### src/nac_pkg.sv
`timescale 1ns / 1ps
package nac_pkg;

  localparam logic [1:0] REQ_ADD      = 2'd0;
  localparam logic [1:0] REQ_REMOVE   = 2'd1;
  localparam logic [1:0] REQ_CLASSIFY = 2'd2;

  localparam logic [1:0] FAM_MAC = 2'd0;
  localparam logic [1:0] FAM_IP4 = 2'd1;
  localparam logic [1:0] FAM_IP6 = 2'd2;

  localparam logic [2:0] CLS_ERROR     = 3'd0;
  localparam logic [2:0] CLS_NONE      = 3'd1;
  localparam logic [2:0] CLS_OTHER     = 3'd2;
  localparam logic [2:0] CLS_LOCAL     = 3'd3;
  localparam logic [2:0] CLS_LOCALNET  = 3'd4;
  localparam logic [2:0] CLS_RESERVED  = 3'd5;
  localparam logic [2:0] CLS_MULTICAST = 3'd6;
  localparam logic [2:0] CLS_BROADCAST = 3'd7;

  localparam int unsigned BuiltinEntries = 11;

  typedef enum logic [1:0] {
    KIND_DONE,
    KIND_ADD,
    KIND_REMOVE,
    KIND_CLASSIFY
  } kind_e;

  typedef struct packed {
    logic       valid;
    logic [1:0] fam;
    logic [2:0] slot;
    logic [2:0] cls;
    logic [7:0] plen;
  } info_t;

  typedef struct packed {
    logic [63:0] key_high;
    logic [63:0] key_low;
    info_t       info;
  } entry_t;

  typedef struct packed {
    kind_e        kind;
    logic [1:0]   fam;
    logic [127:0] key;
    logic [7:0]   plen;
    logic [2:0]   slot;
    logic [2:0]   cls;
    logic         host;
    logic         res_ok;
    logic [2:0]   res_class;
  } item_t;

  function automatic logic [127:0] nac_mask(logic [1:0] fam, logic [7:0] p);
    logic [127:0] m;
    m = '0;
    if (p != 8'd0) begin
      case (fam)
        FAM_MAC: m[47:0] = '1;
        FAM_IP4: m[31:0] = ~(32'hffff_ffff >> p);
        FAM_IP6: m = ~({128{1'b1}} >> p);
        default: m = '0;
      endcase
    end
    return m;
  endfunction

  function automatic info_t nac_info(logic [1:0] fam, logic [2:0] cls, logic [7:0] p);
    info_t i;
    i.valid = 1'b1;
    i.fam   = fam;
    i.slot  = 3'd0;
    i.cls   = cls;
    i.plen  = p;
    return i;
  endfunction

  function automatic entry_t nac_builtin(logic [3:0] idx);
    entry_t e;
    e = '0;
    case (idx)
      4'd0: begin
        e.key_low = 64'h7F00_0000; e.info = nac_info(FAM_IP4, CLS_RESERVED, 8'd8);
      end
      4'd1: begin
        e.key_low = 64'h0A00_0000; e.info = nac_info(FAM_IP4, CLS_RESERVED, 8'd8);
      end
      4'd2: begin
        e.key_low = 64'h6440_0000; e.info = nac_info(FAM_IP4, CLS_RESERVED, 8'd10);
      end
      4'd3: begin
        e.key_low = 64'hAC10_0000; e.info = nac_info(FAM_IP4, CLS_RESERVED, 8'd12);
      end
      4'd4: begin
        e.key_low = 64'hC0A8_0000; e.info = nac_info(FAM_IP4, CLS_RESERVED, 8'd16);
      end
      4'd5: begin
        e.key_high = 64'hFC00_0000_0000_0000;
        e.info = nac_info(FAM_IP6, CLS_RESERVED, 8'd7);
      end
      4'd6: begin
        e.key_high = 64'hFD00_0000_0000_0000;
        e.info = nac_info(FAM_IP6, CLS_RESERVED, 8'd8);
      end
      4'd7: begin
        e.key_high = 64'hFE80_0000_0000_0000;
        e.info = nac_info(FAM_IP6, CLS_RESERVED, 8'd10);
      end
      4'd8: begin
        e.key_low = 64'hE000_0000; e.info = nac_info(FAM_IP4, CLS_MULTICAST, 8'd4);
      end
      4'd9: begin
        e.key_high = 64'hFF00_0000_0000_0000;
        e.info = nac_info(FAM_IP6, CLS_MULTICAST, 8'd8);
      end
      4'd10: begin
        e.key_low = 64'hA9FE_FFFF; e.info = nac_info(FAM_IP4, CLS_BROADCAST, 8'd32);
      end
      default: e = '0;
    endcase
    return e;
  endfunction

endpackage

### src/nac_queue.sv
`timescale 1ns / 1ps
module nac_queue (
  input  logic           clk_i,
  input  logic           rst_ni,
  input  logic           push_i,
  input  nac_pkg::item_t push_item_i,
  output logic           full_o,
  input  logic           pop_i,
  output logic           valid_o,
  output nac_pkg::item_t item_o
);
  import nac_pkg::*;

  item_t      store_q [2];
  logic       wr_ptr_q;
  logic       rd_ptr_q;
  logic [1:0] count_q;

  assign full_o  = (count_q == 2'd2);
  assign valid_o = (count_q != 2'd0);
  assign item_o  = store_q[rd_ptr_q];

  always_ff @(posedge clk_i) begin
    if (push_i) begin
      store_q[wr_ptr_q] <= push_item_i;
    end
  end

  always_ff @(posedge clk_i or negedge rst_ni) begin
    if (!rst_ni) begin
      wr_ptr_q <= 1'b0;
      rd_ptr_q <= 1'b0;
      count_q  <= 2'd0;
    end else begin
      if (push_i) begin
        wr_ptr_q <= ~wr_ptr_q;
      end
      if (pop_i) begin
        rd_ptr_q <= ~rd_ptr_q;
      end
      count_q <= count_q + 2'(push_i) - 2'(pop_i);
    end
  end

endmodule

### config.mk
export PLATFORM = sky130hd
export DESIGN_NAME = nac_queue
export DESIGN_NICKNAME = d
export VERILOG_FILES = /design/src/nac_pkg.sv /design/src/nac_queue.sv
export SDC_FILE = /design/constraint.sdc
export NUM_CORES = 1
export LEC_CHECK = 0
export BUFFER_PORTS_ARGS = -buffer_cell sky130_fd_sc_hd__buf_2
export CORE_MARGIN = 2
export CORE_UTILIZATION = 46
export DETAILED_ROUTE_END_ITERATION = 8
export PLACE_DENSITY = 0.79
export RECOVER_POWER = 100
export SLEW_MARGIN = 20
export SYNTH_ARGS = -nofsm -noshare
export SYNTH_HDL_FRONTEND = slang
export SYNTH_SLANG_ARGS = --single-unit
### constraint.sdc
create_clock -name clk_i -period 7.63 [get_ports clk_i]
set_input_delay 2.289 -clock clk_i [delete_from_list [all_inputs] [get_ports clk_i]]
set_output_delay 2.289 -clock clk_i [all_outputs]
set_load 0.01 [all_outputs]
### Word-level counts from Yosys, hierarchy flattened

Memory sizes are Yosys's and may differ from the RTL's.
Index checks and enable logic that the tools add are counted.

| storage, ports and cells | value |
|---|---|
| word-level logic and storage cells | 12 |
| register bits | 4 |
| bits in writable memories | 302 |
| output and inout port bits | 153 |
| bits of input ports | 155 |
| memories kept | 1 |

Memories:

| memory | words | bits a word | rd ports | clocked after Yosys merged registers in | wr ports | line | text |
|---|---|---|---|---|---|---|---|
| store_q | 2 | 151 | 1 | 0 | 1 | nac_queue.sv:14 | `item_t store_q [2];` |

| cells by class | value |
|---|---|
| add/sub/neg operators | 2 |
| equality and inequality tests | 1 |
| reduce and logical (&&, ||, !) cells | 1 |
| mux-type cells | 2 |
| bitwise operators | 2 |

Operators by type and width:

| kind | count |
|---|---|
| 2-bit by 1-bit adder with 2-bit output | 1 |
| 2-bit == test (second input constant) | 1 |
| 1-bit 2-to-1 mux | 2 |
| 1-bit NOT | 2 |
| 2-bit nonzero test | 1 |
| 2-bit by 1-bit subtractor with 2-bit output | 1 |

### Logic depth before layout (Yosys ltp)

Gate-level depths: netlist of the first run.

| logic depth | value |
|---|---|
| depth in word-level cells | 2 |
| gate-level depth with buffers | 5 |
| gate-level depth less buffers | 5 |

### Worst setup path before layout of the first run

No wires, ideal clock.

| timing | value |
|---|---|
| path kind | input to register |
| start | input port push_i |
| end | memory store_q[0][0] in the netlist's numbering, enable pin |
| buffers on the path | 0 |
| arrival | 8.820 ns |
| cell stages on the path | 1 |
| required time | 6.948 ns |
| setup time | 0.682 ns |
| path slack | -1.871 ns |
| cells stage by stage | nor2b_1 |

| between the ends | value |
|---|---|
| word-level cells in the longest chain between the ends | 2 |

Ends and longest elaborated chain:

| item | line | text |
|---|---|---|
| start, declared | nac_queue.sv:5 | `input logic push_i,` |
| 1-bit 2-to-1 mux | nac_queue.sv:24 | `if (push_i) begin` |
| 1-bit 2-to-1 mux (not written as such) | nac_queue.sv:25 | `store_q[wr_ptr_q] <= push_item_i;` |
| end, declared | nac_queue.sv:14 |  |

No other way between the ends.

### Worst setup path in the final report of the first run

| timing | value |
|---|---|
| start | input port push_i |
| end | memory store_q[0][31] in the netlist's numbering, enable pin |

The elaborated chain is that of the path after synthesis.

==> impl_metrics.tcl, run 1 <==
set metrics [dict create \
    violations "max-capacitance violations, max-slew violations" \
    tightestPinTransition_ps 4080 \
    post_cts_buffers 0 \
    fin_skew_ps 8.49 \
    wl_met1_um 8500 \
    drive_gt1_frac 0.324 \
    fin_setup_tns_ps 0 \
    dp_cells 1102 \
    worstSetupEndpointType "flop" \
    wl_per_cell_um 18.8 \
    synth.area.top_cells "edfxtp_1 (79%), mux2_4 (11%), mux2_2 (7.0%)" \
    viasPerCell 4.89 \
    period_share 0.738 \
    period_minus_slack_ps 5630 \
    status "finished, violations left" \
    syn_area_per_cell_um2 23.5 \
    grt_max_degree 152 \
    synth_top_area_frac 0.794 \
    crit_buf_inv 2 \
    io-pin-count 308 \
    required_ps 7680 \
    synth_warnings 0 \
    nNetsFinal 967 \
    critical_path_class "primary input to flop" \
    fmax_mhz 178 \
    hold_buffers 0 \
    clockRootBuffer "clkbuf_16" \
    drc 0 \
    rsz0062_at_grt "false" \
    first_global_vias 5886 \
    route.met3.wl_um 1690 \
    drv_cap 2 \
    n_fill_cell 2009 \
    area_growth_pct 20.4 \
    htreeDepth 1 \
    setup_viol 0 \
    mostFrequentLayoutCell "edfxtp_1" \
    final_area_um2 13700 \
    grt_first_pass_wirelength_um 31400 \
    ys_ff_latch 306 \
    path_cells "clkbuf_1 > nor2b_4 > clkbuf_2" \
    rows 57 \
    antenna_found_initial 2 \
    synth_area_um2 11400 \
    route.vias.total 5657 \
    peakVddDrop_uv 232 \
    hold_viol_final 0 \
    relSlewSlack -1.72 \
    powerDensity_nw_per_um2 375 \
    n_antenna_cell 0 \
    crit_slowest_cell "clkbuf_2" \
    p_leak_nw 4.83 \
    start_util 0.469 \
    seq_area_frac_synth 0.803 \
    cp_top_family "buffers and inverters" \
    worstHoldPathType "flop to flop" \
    routed.top_layer "met5" \
    clock_latency_ps 540 \
    first_pass_iters 4 \
    ant_nets 0 \
    numPortBuffers 307 \
    final_max_slew_viol_count 304 \
    critPathMaxFanout 151 \
    syn_inst 485 \
    final_cell_mix "edfxtp_1 (302), clkbuf_1 (159), buf_2 (154), mux2_1 (81), mux2_2 (69)" \
    dieArea_um2 26100 \
    overflow 0 \
    cts_tree "done" \
    post_cts_resize_count 0 \
    track_usage 0.155 \
    ys_types 13 \
    r2r_slack_ps 3580 \
    wl_met2_um 11000 \
    fin_cells 1157 \
    drtIter0Drc 386 \
    worstPathArrival_ps 5680 \
    clock-sinks 306 \
    cts_made_buffers 30 \
    place_congestion 0.779 \
    dpl_cell_area_um2 13300 \
    die_h_um 162 \
    routed_wl_um 21700 \
    core_um2 24300 \
    clockBufferDepth 3 \
    dpl.hpwl_um 13600 \
    start_kind "primary input" \
    slowest_delay_ps 2640 \
    synth_top_cell_by_area "edfxtp_1" \
    clkTransAtPathRegs_ps 60 \
    syn-num-nets 642 \
    die_x_um 162 \
]
Yosys cell counts, drive strengths merged:
library cell / instances
mux2: 151
xor3: 1
or2: 1
edfxtp: 302
buf: 17
xor2: 2
inv: 2
ha: 2
nor2b: 2
dfrtp: 4
and2: 1
worst register-to-register path, cell delays in order, from the launching register on:
cell	delay, ps
dfrtp_1	420
and2_2	170
clkbuf_2	2580
cell type report:
| cell class | instances | area (µm²) | share of cell area |
|---|---|---|---|
| Tap cell | 324 | 405 | 0.0295 |
| Inverter | 2 | 7.51 | 0.000546 |
| Multi-Input combinational cell | 160 | 1800 | 0.131 |
| Sequential cell | 306 | 9170 | 0.667 |
| Timing Repair Buffer | 310 | 1380 | 0.100 |
| Clock inverter | 18 | 181 | 0.0132 |
| Clock buffer | 37 | 798 | 0.0581 |
logic make-up (layout without fill, tap and decap cells):
logic type,after synthesis,after routing,synth area share
simple gates,4,4,0.00219
fa+ha+maj,2,2,0.00219
buf+inv,19,367,0.0136
mux,151,151,0.175
xor+xnor,3,3,0.00362
flops,306,306,0.803
routing by layer:
| layer | global-route usage | vias up |
|---|---|---|
| met1 | 0.183 | 2784 |
| met5 | 0 | - |
| met4 | 0.0475 | 4 |
| li1 | - | 2585 |
| met2 | 0.277 | 239 |
| met3 | 0.0406 | 45 |
stage by stage:
stage          hold WS, ps  setup slack (ps)   util  total power, W
6_report               550              2000  0.565         0.00515
5_1_grt                579              1790  0.565         0.00538
2_1_floorplan          473               968      -         0.00346
3_5_place_dp           549              3050  0.546         0.00396
4_1_cts                558              2430  0.587         0.00543
3_3_place_gp           529              3030  0.546         0.00393
flip-flops by register name, indices dropped and copies added, names as in the netlist:
signal,count
store_q,302
wr_ptr_q,1
rd_ptr_q,1
count_q,2
path summary, 6_finish.rpt:
path | start | endpoint | cells after the start
min | wr_ptr_q | wr_ptr_q | 1
min reg2reg | wr_ptr_q | wr_ptr_q | 1
max | push_i | store_q[0][31] | 3
max in group asynchronous | rst_ni | rd_ptr_q | 1
min in group asynchronous | rst_ni | count_q[0] | 1
max reg2reg | wr_ptr_q | store_q[1][130] | 2
power breakdown:
part,internal [W],switching [W],total [W]
clock,0.000871,0.000580,0.00145
combinational,0.000540,0.000730,0.00127
sequential,0.00229,0.000145,0.00243
total,0.00370,0.00145,0.00515
No activity file was read; power rests on OpenSTA's default activity.
==> inputs of run 2 (changes only) <==
==> constraint.sdc (replaced) <==
create_clock -name clk_i -period 5.05 [get_ports clk_i]
set_input_delay 1.515 -clock clk_i [delete_from_list [all_inputs] [get_ports clk_i]]
set_output_delay 1.515 -clock clk_i [all_outputs]
set_load 0.01 [all_outputs]
==> impl_metrics.tcl, run 2 (synthesis gave the netlist of run 1 again) <==
set metrics [dict create \
    status "finished, violations left" \
    violations "max-capacitance violations, max-slew violations" \
    critical_path_class "primary input to flop" \
    mostFrequentLayoutCell "edfxtp_1" \
    peakVddDrop_uv 337 \
    worstPathArrival_ps 4210 \
    overflow 0 \
    post-route-util 0.567 \
    track_usage 0.158 \
    route.vias.total 5636 \
    p_leak_nw 4.85 \
    cts_tree "done" \
    p_int_w 0.00556 \
    fin_setup_tns_ps 0 \
    hold_buffers 0 \
    final_max_slew_viol_count 153 \
    final_cell_mix "edfxtp_1 (302), clkbuf_1 (162), buf_2 (155), mux2_1 (81), mux2_2 (68)" \
    top_regs "store_q: 302 flops, count_q: 2 flops" \
    dpl.hpwl_um 14000 \
    netSwitchingFraction 0.282 \
    post_cts_resize_count 0 \
    tightestPinTransition_ps 3230 \
    drv_cap 2 \
    hold_slack_ps 495 \
    fmax_mhz 242 \
    setup_viol 0 \
    io-pin-count 308 \
    drive_gt1_frac 0.329 \
    largest_register_ffs 302 \
    routed_wl_um 21600 \
    ant_nets 0 \
    power_switching_w 0.00218 \
    start_kind "primary input" \
    viasPerCell 4.85 \
    hold_viol_final 0 \
    required_ps 5120 \
    numPortBuffers 307 \
    area_growth_pct 20.7 \
    htreeDepth 1 \
    finalPower_w 0.00774 \
    fin_skew_ps 12.0 \
    critPathMostFrequentCell "clkbuf_1" \
    period_share 0.819 \
    path_cells "clkbuf_1 > nor2b_1 > clkbuf_1" \
    relSlewSlack -1.15 \
    start_util 0.469 \
    critPathMaxFanout 56 \
    first_global_vias 5982 \
    antenna_found_initial 2 \
    period_minus_slack_ps 4130 \
    post_cts_buffers 0 \
    n_fill_cell 1965 \
    p_clk_frac 0.284 \
    clockBufferDepth 3 \
    powerDensity_nw_per_um2 562 \
    clock-sinks 306 \
    cts_made_buffers 30 \
    slowest_delay_ps 2290 \
    combPwrFrac 0.253 \
    worstHoldPathType "flop to flop" \
    core_um2 24300 \
    clock_latency_ps 540 \
    clockRootBuffer "clkbuf_16" \
    crit_slowest_cell "clkbuf_1" \
    grt_first_pass_wirelength_um 31900 \
    clkTransAtPathRegs_ps 60 \
    p_seq_frac 0.464 \
    grt_max_degree 96 \
    rsz0062_at_grt "false" \
    dieArea_um2 26100 \
    die_x_um 162 \
    first_pass_iters 6 \
    wl_per_cell_um 18.5 \
    rows 57 \
    drc 0 \
    drtIter0Drc 445 \
    die_h_um 162 \
    worstSetupEndpointType "flop" \
    nNetsFinal 970 \
    place_congestion 0.768 \
    largest-register "store_q" \
]
## run 2: cell types whose count changed in the layout (fill, tap and decap cells not counted), sizes merged
cell,delta
clkinvlp,+1
clkbuf,+4
diode,+2
clkinv,-2
inv,-1
buf,+2
## run 2: layout make-up
cell class	count	area, µm²	area share
Sequential cell	306	9170	0.665
Clock inverter	16	178	0.0129
Antenna cell	2	5.00	0.000363
Tap cell	324	405	0.0294
Timing Repair Buffer	313	1410	0.102
Multi-Input combinational cell	160	1800	0.131
Clock buffer	40	810	0.0587
Inverter	2	7.51	0.000545
## run 2: final timing paths
path                           from              to  slack, ps  cells after the start
setup / recovery             push_i  store_q[0][76]        920                      3
setup reg to reg           wr_ptr_q  store_q[0][76]       1690                      2
max in group asynchronous    rst_ni        rd_ptr_q       4030                      1
hold reg to reg            wr_ptr_q        wr_ptr_q        490                      1
min in group asynchronous    rst_ni      count_q[1]        800                      1
hold / removal             wr_ptr_q        wr_ptr_q        490                      1
## run 2: per-stage QoR
stage | cell area (µm²) | instances | worst slack (ps)
2_1_floorplan | 11400 | 485 | 836
5_1_grt | 13800 | 1161 | 548
6_report | 13800 | 1163 | 915
4_1_cts | 14300 | 1161 | 1010
3_5_place_dp | 13300 | 1105 | 1610
3_3_place_gp | 13300 | 1105 | 1610
## run 2: critical path: cells and delay by family
family	cells	cell delay, ps
buffers and inverters	2	2450
and+or+nand+nor	1	190
## run 2: power groups by stage
stage / clock (W) / combinational (W) / sequential (W)
2_1_floorplan: 0 / 0.00167 / 0.00353
3_3_place_gp: 0 / 0.00235 / 0.00359
3_5_place_dp: 0 / 0.00236 / 0.00363
4_1_cts: 0.00226 / 0.00237 / 0.00358
5_1_grt: 0.00235 / 0.00212 / 0.00364
6_report: 0.00220 / 0.00196 / 0.00359
## run 2: layer usage
layer / vias up / track usage / wire [µm]
li1: 2593 / - / -
met1: 2775 / 0.186 / 8250
met2: 231 / 0.285 / 11000
met3: 35 / 0.0449 / 1860
met4: 2 / 0.0434 / 467
met5: - / 0 / 13
