==> config.mk <==
export PLATFORM = sky130hd
export DESIGN_NAME = nac_front
export DESIGN_NICKNAME = d
export VERILOG_FILES = /design/src/nac_pkg.sv /design/src/nac_front.sv
export SDC_FILE = /design/constraint.sdc
export NUM_CORES = 1
export LEC_CHECK = 0
export BUFFER_PORTS_ARGS = -buffer_cell sky130_fd_sc_hd__buf_2
export CAP_MARGIN = 20
export CORE_AREA = 2 2 116 118
export DETAILED_ROUTE_END_ITERATION = 6
export DIE_AREA = 0 0 118 120
export PLACE_DENSITY = 0.68
export SLEW_MARGIN = 20
export SYNTH_ARGS = -nofsm -noshare
export SYNTH_HDL_FRONTEND = slang
export SYNTH_SLANG_ARGS = --single-unit
==> constraint.sdc <==
create_clock -name vclk -period 6.1
set_input_delay 1.22 -clock vclk [all_inputs]
set_output_delay 1.22 -clock vclk [all_outputs]
set_load 0.02 [all_outputs]
==> src/nac_pkg.sv <==
`timescale 1ns / 1ps
package nac_pkg;

  localparam logic [1:0] REQ_ADD      = 2'd0;
  localparam logic [1:0] REQ_REMOVE   = 2'd1;
  localparam logic [1:0] REQ_CLASSIFY = 2'd2;

  localparam logic [1:0] FAM_MAC = 2'd0;
  localparam logic [1:0] FAM_IP4 = 2'd1;
  localparam logic [1:0] FAM_IP6 = 2'd2;

  localparam logic [2:0] CLS_ERROR     = 3'd0;
  localparam logic [2:0] CLS_NONE      = 3'd1;
  localparam logic [2:0] CLS_OTHER     = 3'd2;
  localparam logic [2:0] CLS_LOCAL     = 3'd3;
  localparam logic [2:0] CLS_LOCALNET  = 3'd4;
  localparam logic [2:0] CLS_RESERVED  = 3'd5;
  localparam logic [2:0] CLS_MULTICAST = 3'd6;
  localparam logic [2:0] CLS_BROADCAST = 3'd7;

  localparam int unsigned BuiltinEntries = 11;

  typedef enum logic [1:0] {
    KIND_DONE,
    KIND_ADD,
    KIND_REMOVE,
    KIND_CLASSIFY
  } kind_e;

  typedef struct packed {
    logic       valid;
    logic [1:0] fam;
    logic [2:0] slot;
    logic [2:0] cls;
    logic [7:0] plen;
  } info_t;

  typedef struct packed {
    logic [63:0] key_high;
    logic [63:0] key_low;
    info_t       info;
  } entry_t;

  typedef struct packed {
    kind_e        kind;
    logic [1:0]   fam;
    logic [127:0] key;
    logic [7:0]   plen;
    logic [2:0]   slot;
    logic [2:0]   cls;
    logic         host;
    logic         res_ok;
    logic [2:0]   res_class;
  } item_t;

  function automatic logic [127:0] nac_mask(logic [1:0] fam, logic [7:0] p);
    logic [127:0] m;
    m = '0;
    if (p != 8'd0) begin
      case (fam)
        FAM_MAC: m[47:0] = '1;
        FAM_IP4: m[31:0] = ~(32'hffff_ffff >> p);
        FAM_IP6: m = ~({128{1'b1}} >> p);
        default: m = '0;
      endcase
    end
    return m;
  endfunction

  function automatic info_t nac_info(logic [1:0] fam, logic [2:0] cls, logic [7:0] p);
    info_t i;
    i.valid = 1'b1;
    i.fam   = fam;
    i.slot  = 3'd0;
    i.cls   = cls;
    i.plen  = p;
    return i;
  endfunction

  function automatic entry_t nac_builtin(logic [3:0] idx);
    entry_t e;
    e = '0;
    case (idx)
      4'd0: begin
        e.key_low = 64'h7F00_0000; e.info = nac_info(FAM_IP4, CLS_RESERVED, 8'd8);
      end
      4'd1: begin
        e.key_low = 64'h0A00_0000; e.info = nac_info(FAM_IP4, CLS_RESERVED, 8'd8);
      end
      4'd2: begin
        e.key_low = 64'h6440_0000; e.info = nac_info(FAM_IP4, CLS_RESERVED, 8'd10);
      end
      4'd3: begin
        e.key_low = 64'hAC10_0000; e.info = nac_info(FAM_IP4, CLS_RESERVED, 8'd12);
      end
      4'd4: begin
        e.key_low = 64'hC0A8_0000; e.info = nac_info(FAM_IP4, CLS_RESERVED, 8'd16);
      end
      4'd5: begin
        e.key_high = 64'hFC00_0000_0000_0000;
        e.info = nac_info(FAM_IP6, CLS_RESERVED, 8'd7);
      end
      4'd6: begin
        e.key_high = 64'hFD00_0000_0000_0000;
        e.info = nac_info(FAM_IP6, CLS_RESERVED, 8'd8);
      end
      4'd7: begin
        e.key_high = 64'hFE80_0000_0000_0000;
        e.info = nac_info(FAM_IP6, CLS_RESERVED, 8'd10);
      end
      4'd8: begin
        e.key_low = 64'hE000_0000; e.info = nac_info(FAM_IP4, CLS_MULTICAST, 8'd4);
      end
      4'd9: begin
        e.key_high = 64'hFF00_0000_0000_0000;
        e.info = nac_info(FAM_IP6, CLS_MULTICAST, 8'd8);
      end
      4'd10: begin
        e.key_low = 64'hA9FE_FFFF; e.info = nac_info(FAM_IP4, CLS_BROADCAST, 8'd32);
      end
      default: e = '0;
    endcase
    return e;
  endfunction

endpackage

==> src/nac_front.sv <==
`timescale 1ns / 1ps
module nac_front #(
  parameter int IFACE_SLOTS = 7
) (
  input  logic [1:0]           req_type_i,
  input  logic [1:0]           family_i,
  input  logic [63:0]          addr_high_i,
  input  logic [63:0]          addr_low_i,
  input  logic [7:0]           prefix_len_i,
  input  logic [2:0]           iface_slot_i,
  input  logic [2:0]           entry_type_i,
  output nac_pkg::item_t       item_o
);
  import nac_pkg::*;

  logic [7:0]   full_bits;
  logic [7:0]   p;
  logic         bad;
  logic [127:0] addr;
  logic [127:0] key;
  logic [127:0] query;
  logic [2:0]   slot;
  logic [2:0]   cls;

  always_comb begin
    case (family_i)
      FAM_MAC: full_bits = 8'd48;
      FAM_IP4: full_bits = 8'd32;
      default: full_bits = 8'd128;
    endcase
    bad = (family_i == FAM_IP4 && prefix_len_i > 8'd32) ||
          (family_i == FAM_IP6 && prefix_len_i > 8'd128) ||
          (family_i != FAM_MAC && family_i != FAM_IP4 && family_i != FAM_IP6);
    if (family_i == FAM_MAC || prefix_len_i == 8'd0) begin
      p = full_bits;
    end else begin
      p = prefix_len_i;
    end
    addr  = {addr_high_i, addr_low_i};
    key   = addr & nac_mask(family_i, p);
    query = addr & nac_mask(family_i, full_bits);
    slot  = (family_i == FAM_MAC) ? 3'd0 : iface_slot_i;
    cls   = entry_type_i;
    if (family_i != FAM_MAC && cls == CLS_LOCAL && p != full_bits) begin
      cls = CLS_LOCALNET;
    end

    item_o           = '0;
    item_o.kind      = KIND_DONE;
    item_o.fam       = family_i;
    item_o.plen      = p;
    item_o.slot      = slot;
    item_o.cls       = cls;
    item_o.key       = key;
    item_o.host      = (family_i != FAM_MAC) && (p == full_bits);
    item_o.res_ok    = 1'b0;
    item_o.res_class = CLS_ERROR;

    case (req_type_i)
      REQ_CLASSIFY: begin
        item_o.res_ok = 1'b1;
        item_o.key    = query;
        if (bad) begin
          item_o.res_class = CLS_ERROR;
        end else if (family_i == FAM_MAC) begin
          if (query[40]) begin
            item_o.res_class = CLS_MULTICAST;
          end else if (query[47:0] == '1) begin
            item_o.res_class = CLS_BROADCAST;
          end else if (query[47:0] == '0) begin
            item_o.res_class = CLS_NONE;
          end else begin
            item_o.kind = KIND_CLASSIFY;
          end
        end else if (family_i == FAM_IP4) begin
          if (query[31:0] == '0) begin
            item_o.res_class = CLS_NONE;
          end else if (query[31:0] == '1) begin
            item_o.res_class = CLS_BROADCAST;
          end else begin
            item_o.kind = KIND_CLASSIFY;
          end
        end else begin
          if (query == '0) begin
            item_o.res_class = CLS_NONE;
          end else begin
            item_o.kind = KIND_CLASSIFY;
          end
        end
      end
      REQ_ADD, REQ_REMOVE: begin
        if (!bad && int'(slot) <= IFACE_SLOTS) begin
          item_o.kind = (req_type_i == REQ_ADD) ? KIND_ADD : KIND_REMOVE;
        end
      end
      default: item_o.kind = KIND_DONE;
    endcase
  end

endmodule

# Yosys cells after proc, flatten, opt, wreduce, memory -nomap -nowiden
# Index checks and enable logic that the tools add are counted.
dict set report classes {
  magnitude_cmp 2
  eq_ne 11
  shifts 4
  n_mux 35
  n_bitwise 6
  reduce_logical 20
}
# op n
set op_table {}
lappend op_table {{$mux W128} 3}
lappend op_table {{$and A128 B128 Y128} 2}
lappend op_table {{$not A128 Y128} 2}
lappend op_table {{$shr A128 B8 Y128 const A} 2}
lappend op_table {{$pmux W32 S3} 2}
lappend op_table {{$mux W80} 2}
lappend op_table {{$logic_not A128 Y1} 1}
lappend op_table {{$not A32 Y32} 2}
lappend op_table {{$pmux W16 S2} 2}
lappend op_table {{$shr A32 B8 Y32 const A} 2}
lappend op_table {{$eq A48 B48 Y1 const B} 1}
lappend op_table {{$logic_not A48 Y1} 1}
lappend op_table {{$eq A32 B32 Y1 const B} 1}
lappend op_table {{$logic_not A32 Y1} 1}
lappend op_table {{$mux W3} 9}
lappend op_table {{$mux W2} 11}
lappend op_table {{$pmux W8 S2} 1}
lappend op_table {{$reduce_bool A8 Y1} 2}
lappend op_table {{$eq A8 B8 Y1} 1}
lappend op_table {{$gt A8 B6 Y1 const B} 1}
lappend op_table {{$gt A8 B8 Y1 const B} 1}
lappend op_table {{$logic_not A8 Y1} 1}
lappend op_table {{$mux W8} 1}
lappend op_table {{$ne A8 B8 Y1} 1}
lappend op_table {{13 further kinds} 25}
dict set report totals {
  register_bits 0
  output_inout_bits 151
  word_cells 78
}

# Depth between registers and ports, before layout
# Gate-level depths: netlist (run 1).
dict set report depth {
  depth_word 14
  ltp_mapped 10
}

# Worst setup path after synthesis (run 1)
# OpenSTA, ideal clock, no wires.
dict set report synth_timing {
  path_type {input to output}
  startpoint {input req_type_i[0]}
  endpoint {output item_o[2] (netlist bit)}
  arrival_ns 3.225
  setup_slack_ns 1.655
  path_stages 7
  cell_sequence {nand2b_1 inv_1 clkbuf_1 buf_1 o21ai_0 nor3_1 buf_4}
}
# item line
set synth_rtl {}
lappend synth_rtl {{start, declared} nac_front.sv:5} ;# input logic [1:0] req_type_i,
lappend synth_rtl {{end, declared} nac_front.sv:12} ;# output nac_pkg::item_t item_o

==> flow_metrics.tcl, run 1 <==
set metrics [dict create \
    layout_commonest_cell "buf_2" \
    hpwl_mm 20.3 \
    maxSlewHeadroom 0.343 \
    antennaDiodeCount 0 \
    ctsHoldBuffers 0 \
    cts_resized 0 \
    hold_end "item_o[149]" \
    post_cts_buffers 0 \
    core-area_um2 13000 \
    grt_max_degree 74 \
    antenna_found_initial 0 \
    synth_top_family_by_area "simple AND/OR/NAND/NOR gates" \
    synthCells 599 \
    outcome "finished, final reports clean" \
    cp_data_required_time_ps 4880 \
    routed_via_density 5.96 \
    worstSetupPathType "primary input to primary output" \
    min-delay-path-class "primary input to primary output" \
    grt_first_pass_wirelength_mm 35.5 \
    drt_first_pass_iters 6 \
    cp-end-kind "primary output" \
    synthMuxAreaShare 0.00350 \
    hold_depth 3 \
    hp-start "req_type_i[0]" \
    drive_above_1_share 0.380 \
    rows 42 \
    syn_to_final_growth_pct 49.5 \
    gp_congestion 1.14 \
    cp_num_buf_inv 2 \
    layout_common_cells "buf_2 (297), nand2_1 (121), a21oi_1 (103)" \
    fmax_ghz 0.197 \
    synth_nets 745 \
    nNetsFinal 1004 \
    power.leakage_nw 2.57 \
    start_kind "primary input" \
    syn_area_per_cell_um2 5.37 \
    yosys_warnings 0 \
    power.density_nw_per_um2 93.6 \
    rsz0062_at_grt "no" \
    critPathMaxFanout 20 \
    crit_chain "buf_2 -> or2_1 -> o21ai_1 -> o21ai_0 -> o311ai_0 -> a21boi_1 -> buf_2" \
    num-clock-buffers 0 \
    cp.arrival_ps 3860 \
    grt_usage 0.323 \
    peakVddDrop_uv 34.3 \
    finalWirelength_mm 24.2 \
    slowest_delay_ps 720 \
    synthesis.area_um2 3220 \
    synth_compound_area_frac 0.449 \
    synthAdderAreaFrac 0 \
    yosys.area_share.simple 0.452 \
    fin_crit_ps 5080 \
    worst_pin_slew_ps 980 \
    setup_viol 0 \
    die_y_um 120 \
    final.setup.worst_slack_ps 1020 \
    crit_family "compound AO/OA/AOI/OAI gates" \
    fillers 1578 \
    drc 0 \
    vias 6150 \
    timing.setup.tns_ps 0 \
    maxSlewViolCount 0 \
    fin_crit_sh 0.833 \
    cp_slowest_cell "o21ai_0" \
    portBuffers 297 \
    drt_iter0_drc 894 \
    dieArea_um2 14200 \
    regArea_um2 0 \
    ys_seq_area_frac 0 \
    place_area_um2 4810 \
    start_util 0.248 \
    die_x_um 118 \
    crit_start "family_i[0]" \
    cp_common_cell "buf_2" \
    hold_viol 0 \
    gr-total-overflow 0 \
    io_pins 297 \
    drv_cap 0 \
    grt_pass1_vias 5841 \
    wire_per_inst_um 23.5 \
    pre_cts_ws_ps 1160 \
    synth_xor_area_frac 0 \
    flops_and_latches 0 \
    final_area_um2 4810 \
    route.antenna.remaining_nets 0 \
    synth_cell_type_count 58 \
]
==> layout make-up <==
type,instances,area (um^2),share of cell area
Timing Repair Buffer,313,1620,0.337
Multi-Input combinational cell,529,2920,0.607
Inverter,14,52.6,0.0109
Tap cell,176,220,0.0458
==> where the power goes <==
part,internal [mW],switching [mW]
sequential,0,0
combinational,0.141,0.309
clock,0,0
total,0.141,0.309
==> metrics by stage <==
| stage | power (mW) | hold WS [ps] | std cells | util |
|---|---|---|---|---|
| floorplan | 0.245 | 2520 | 599 | - |
| global placement | 0.440 | 2730 | 1032 | 0.371 |
| detailed placement | 0.438 | 2720 | 1032 | 0.371 |
| CTS | 0.439 | 2720 | 1032 | 0.371 |
| global route | 0.475 | 2730 | 1032 | 0.371 |
| finish | 0.450 | 2720 | 1032 | 0.371 |
==> logic make-up after synthesis <==
group	after synthesis
simple gates	300
mux	1
buf+inv	70
compound gates	228
==> worst max-delay path by stage <==
stage | end | slack, ps | cells after the start
finish | item_o[31] | 1020 | 7
global route | item_o[82] | 830 | 10
CTS | item_o[82] | 1130 | 10
detailed placement | item_o[82] | 1160 | 10
global placement | item_o[31] | 1190 | 7
floorplan | item_o[2] | 1660 | 7
==> synthesized netlist by cell type, types with 10 or more instances <==
master / count / share of area
nand2_1: 121 / 0.14
a21oi_1: 103 / 0.16
nor2_1: 48 / 0.056
nor4_1: 36 / 0.070
clkbuf_1: 30 / 0.035
o21ai_0: 30 / 0.047
and3_1: 25 / 0.049
and2_1: 16 / 0.031
o311a_1: 16 / 0.050
a31oi_1: 13 / 0.025
buf_2: 13 / 0.020
nand3_1: 13 / 0.020
nand4_1: 13 / 0.025
inv_1: 11 / 0.013
o211a_1: 10 / 0.031
==> layer usage <==
layer	wire (um)	global-route usage	up-vias
met4	1130	0.133	0
met2	11100	0.533	491
met1	9480	0.419	2836
met3	2560	0.0499	73
met5	0	0	-
li1	-	-	2750
No activity file was read; power rests on OpenSTA's default activity.
==> inputs of run 2 (changes only) <==
--- a/config.mk
+++ b/config.mk
@@ -7,10 +7,10 @@
 export LEC_CHECK = 0
 export BUFFER_PORTS_ARGS = -buffer_cell sky130_fd_sc_hd__buf_2
 export CAP_MARGIN = 20
-export CORE_AREA = 2 2 116 118
+export CORE_AREA = 2 2 115 117
 export DETAILED_ROUTE_END_ITERATION = 6
-export DIE_AREA = 0 0 118 120
-export PLACE_DENSITY = 0.68
+export DIE_AREA = 0 0 117 119
+export PLACE_DENSITY = 0.69
 export SLEW_MARGIN = 20
 export SYNTH_ARGS = -nofsm -noshare
 export SYNTH_HDL_FRONTEND = slang
==> constraint.sdc (replaced) <==
create_clock -name vclk -period 5.1
set_input_delay 1.02 -clock vclk [all_inputs]
set_output_delay 1.02 -clock vclk [all_outputs]
set_load 0.02 [all_outputs]
==> flow_metrics.tcl, run 2 (synthesis results as in run 1) <==
set metrics [dict create \
    outcome "complete, but fails checks" \
    violations "design-rule violations" \
    portBuffers 297 \
    maxSlewViolCount 0 \
    maxSlewHeadroom 0.481 \
    post_cts_buffers 0 \
    cp-end-kind "primary output" \
    fin_crit_ps 4650 \
    grt_usage 0.333 \
    power.density_nw_per_um2 112 \
    gr-total-overflow 0 \
    grt_pass1_vias 5924 \
    hold_viol 0 \
    setup_viol 0 \
    power.leakage_nw 2.63 \
    drt_iter0_drc 829 \
    drc 1 \
    dieArea_um2 13900 \
    start_kind "primary input" \
    drt_first_pass_iters 7 \
    antennaDiodeCount 0 \
    min-delay-path-class "primary input to primary output" \
    hpwl_mm 20.1 \
    cts_resized 0 \
    ctsHoldBuffers 0 \
    core-area_um2 12900 \
    grt_max_degree 74 \
    routed_via_density 5.94 \
    route.antenna.remaining_nets 0 \
    drive_above_1_share 0.388 \
    layout_common_cells "buf_2 (297), nand2_1 (121), a21oi_1 (103)" \
    syn_to_final_growth_pct 52.3 \
    critPathMaxFanout 25 \
    cp_data_required_time_ps 4080 \
    rsz0062_at_grt "no" \
    hold_depth 3 \
    flops_and_latches 0 \
    peakVddDrop_uv 38.5 \
    rows 42 \
    antenna_found_initial 0 \
    hp-start "req_type_i[0]" \
    gp_congestion 1.06 \
    cp.arrival_ps 3630 \
    hold_end "item_o[149]" \
    io_pins 297 \
    wire_per_inst_um 23.3 \
    vias 6199 \
    timing.setup.tns_ps 0 \
    fmax_ghz 0.215 \
    drv_cap 0 \
    power_uw 548 \
    worst_pin_slew_ps 771 \
    finalWirelength_mm 24.4 \
    worstSetupPathType "primary input to primary output" \
    start_util 0.250 \
    regArea_um2 0 \
    grt_first_pass_wirelength_mm 35.1 \
    die_x_um 117 \
    num-clock-buffers 0 \
    nNetsFinal 1016 \
    die_y_um 119 \
    fin_crit_sh 0.912 \
    layout_commonest_cell "buf_2" \
]
-- run 2: cell count changes in the layout (fill, tap and decap cells not counted) --
cell,previous run,this run
buf_4,15,27
-- run 2: per-stage QoR --
stage / hold WS, ps / util / std cells / instance area, um^2 / setup slack (ps)
global route: 2340 / 0.381 / 1044 / 4900 / 300
CTS: 2330 / 0.381 / 1044 / 4900 / 510
global placement: 2320 / 0.381 / 1044 / 4900 / 554
floorplan: 2120 / - / 599 / 3220 / 1060
detailed placement: 2330 / 0.381 / 1044 / 4900 / 520
finish: 2330 / 0.381 / 1044 / 4900 / 450
-- run 2: area by class of cell --
class | count | area, um^2
Fill cell | 1511 | 7970
Multi-Input combinational cell | 529 | 2920
Timing Repair Buffer | 325 | 1710
Tap cell | 176 | 220
Inverter | 14 | 52.6
-- run 2: power breakdown --
| group | total [mW] | internal (mW) | switching (mW) |
|---|---|---|---|
| Combinational | 0.548 | 0.175 | 0.373 |
| Clock | 0 | 0 | 0 |
| Sequential | 0 | 0 | 0 |
-- run 2: metal layers --
layer,global-route usage,share of wire,vias to the layer above
met5,0,0,-
met4,0.102,0.039,0
met3,0.0555,0.10,67
met2,0.538,0.46,453
met1,0.448,0.40,2901
li1,-,-,2778
-- run 2: critical path: stages --
cell,delay [ps]
buf_2,240
or2_1,440
a32oi_1,440
or2_1,540
a21oi_1,100
or2_1,270
o311a_1,390
buf_2,170
-- run 2: how the worst max path moves through the flow --
stage | start | endpoint | slack, ps | cells after the start
after CTS | family_i[1] | item_o[44] | 510 | 8
after floorplan | req_type_i[0] | item_o[2] | 1060 | 7
final | family_i[1] | item_o[44] | 450 | 8
after detailed placement | family_i[1] | item_o[44] | 520 | 8
after global routing | family_i[1] | item_o[44] | 300 | 8
after global placement | family_i[1] | item_o[44] | 550 | 8
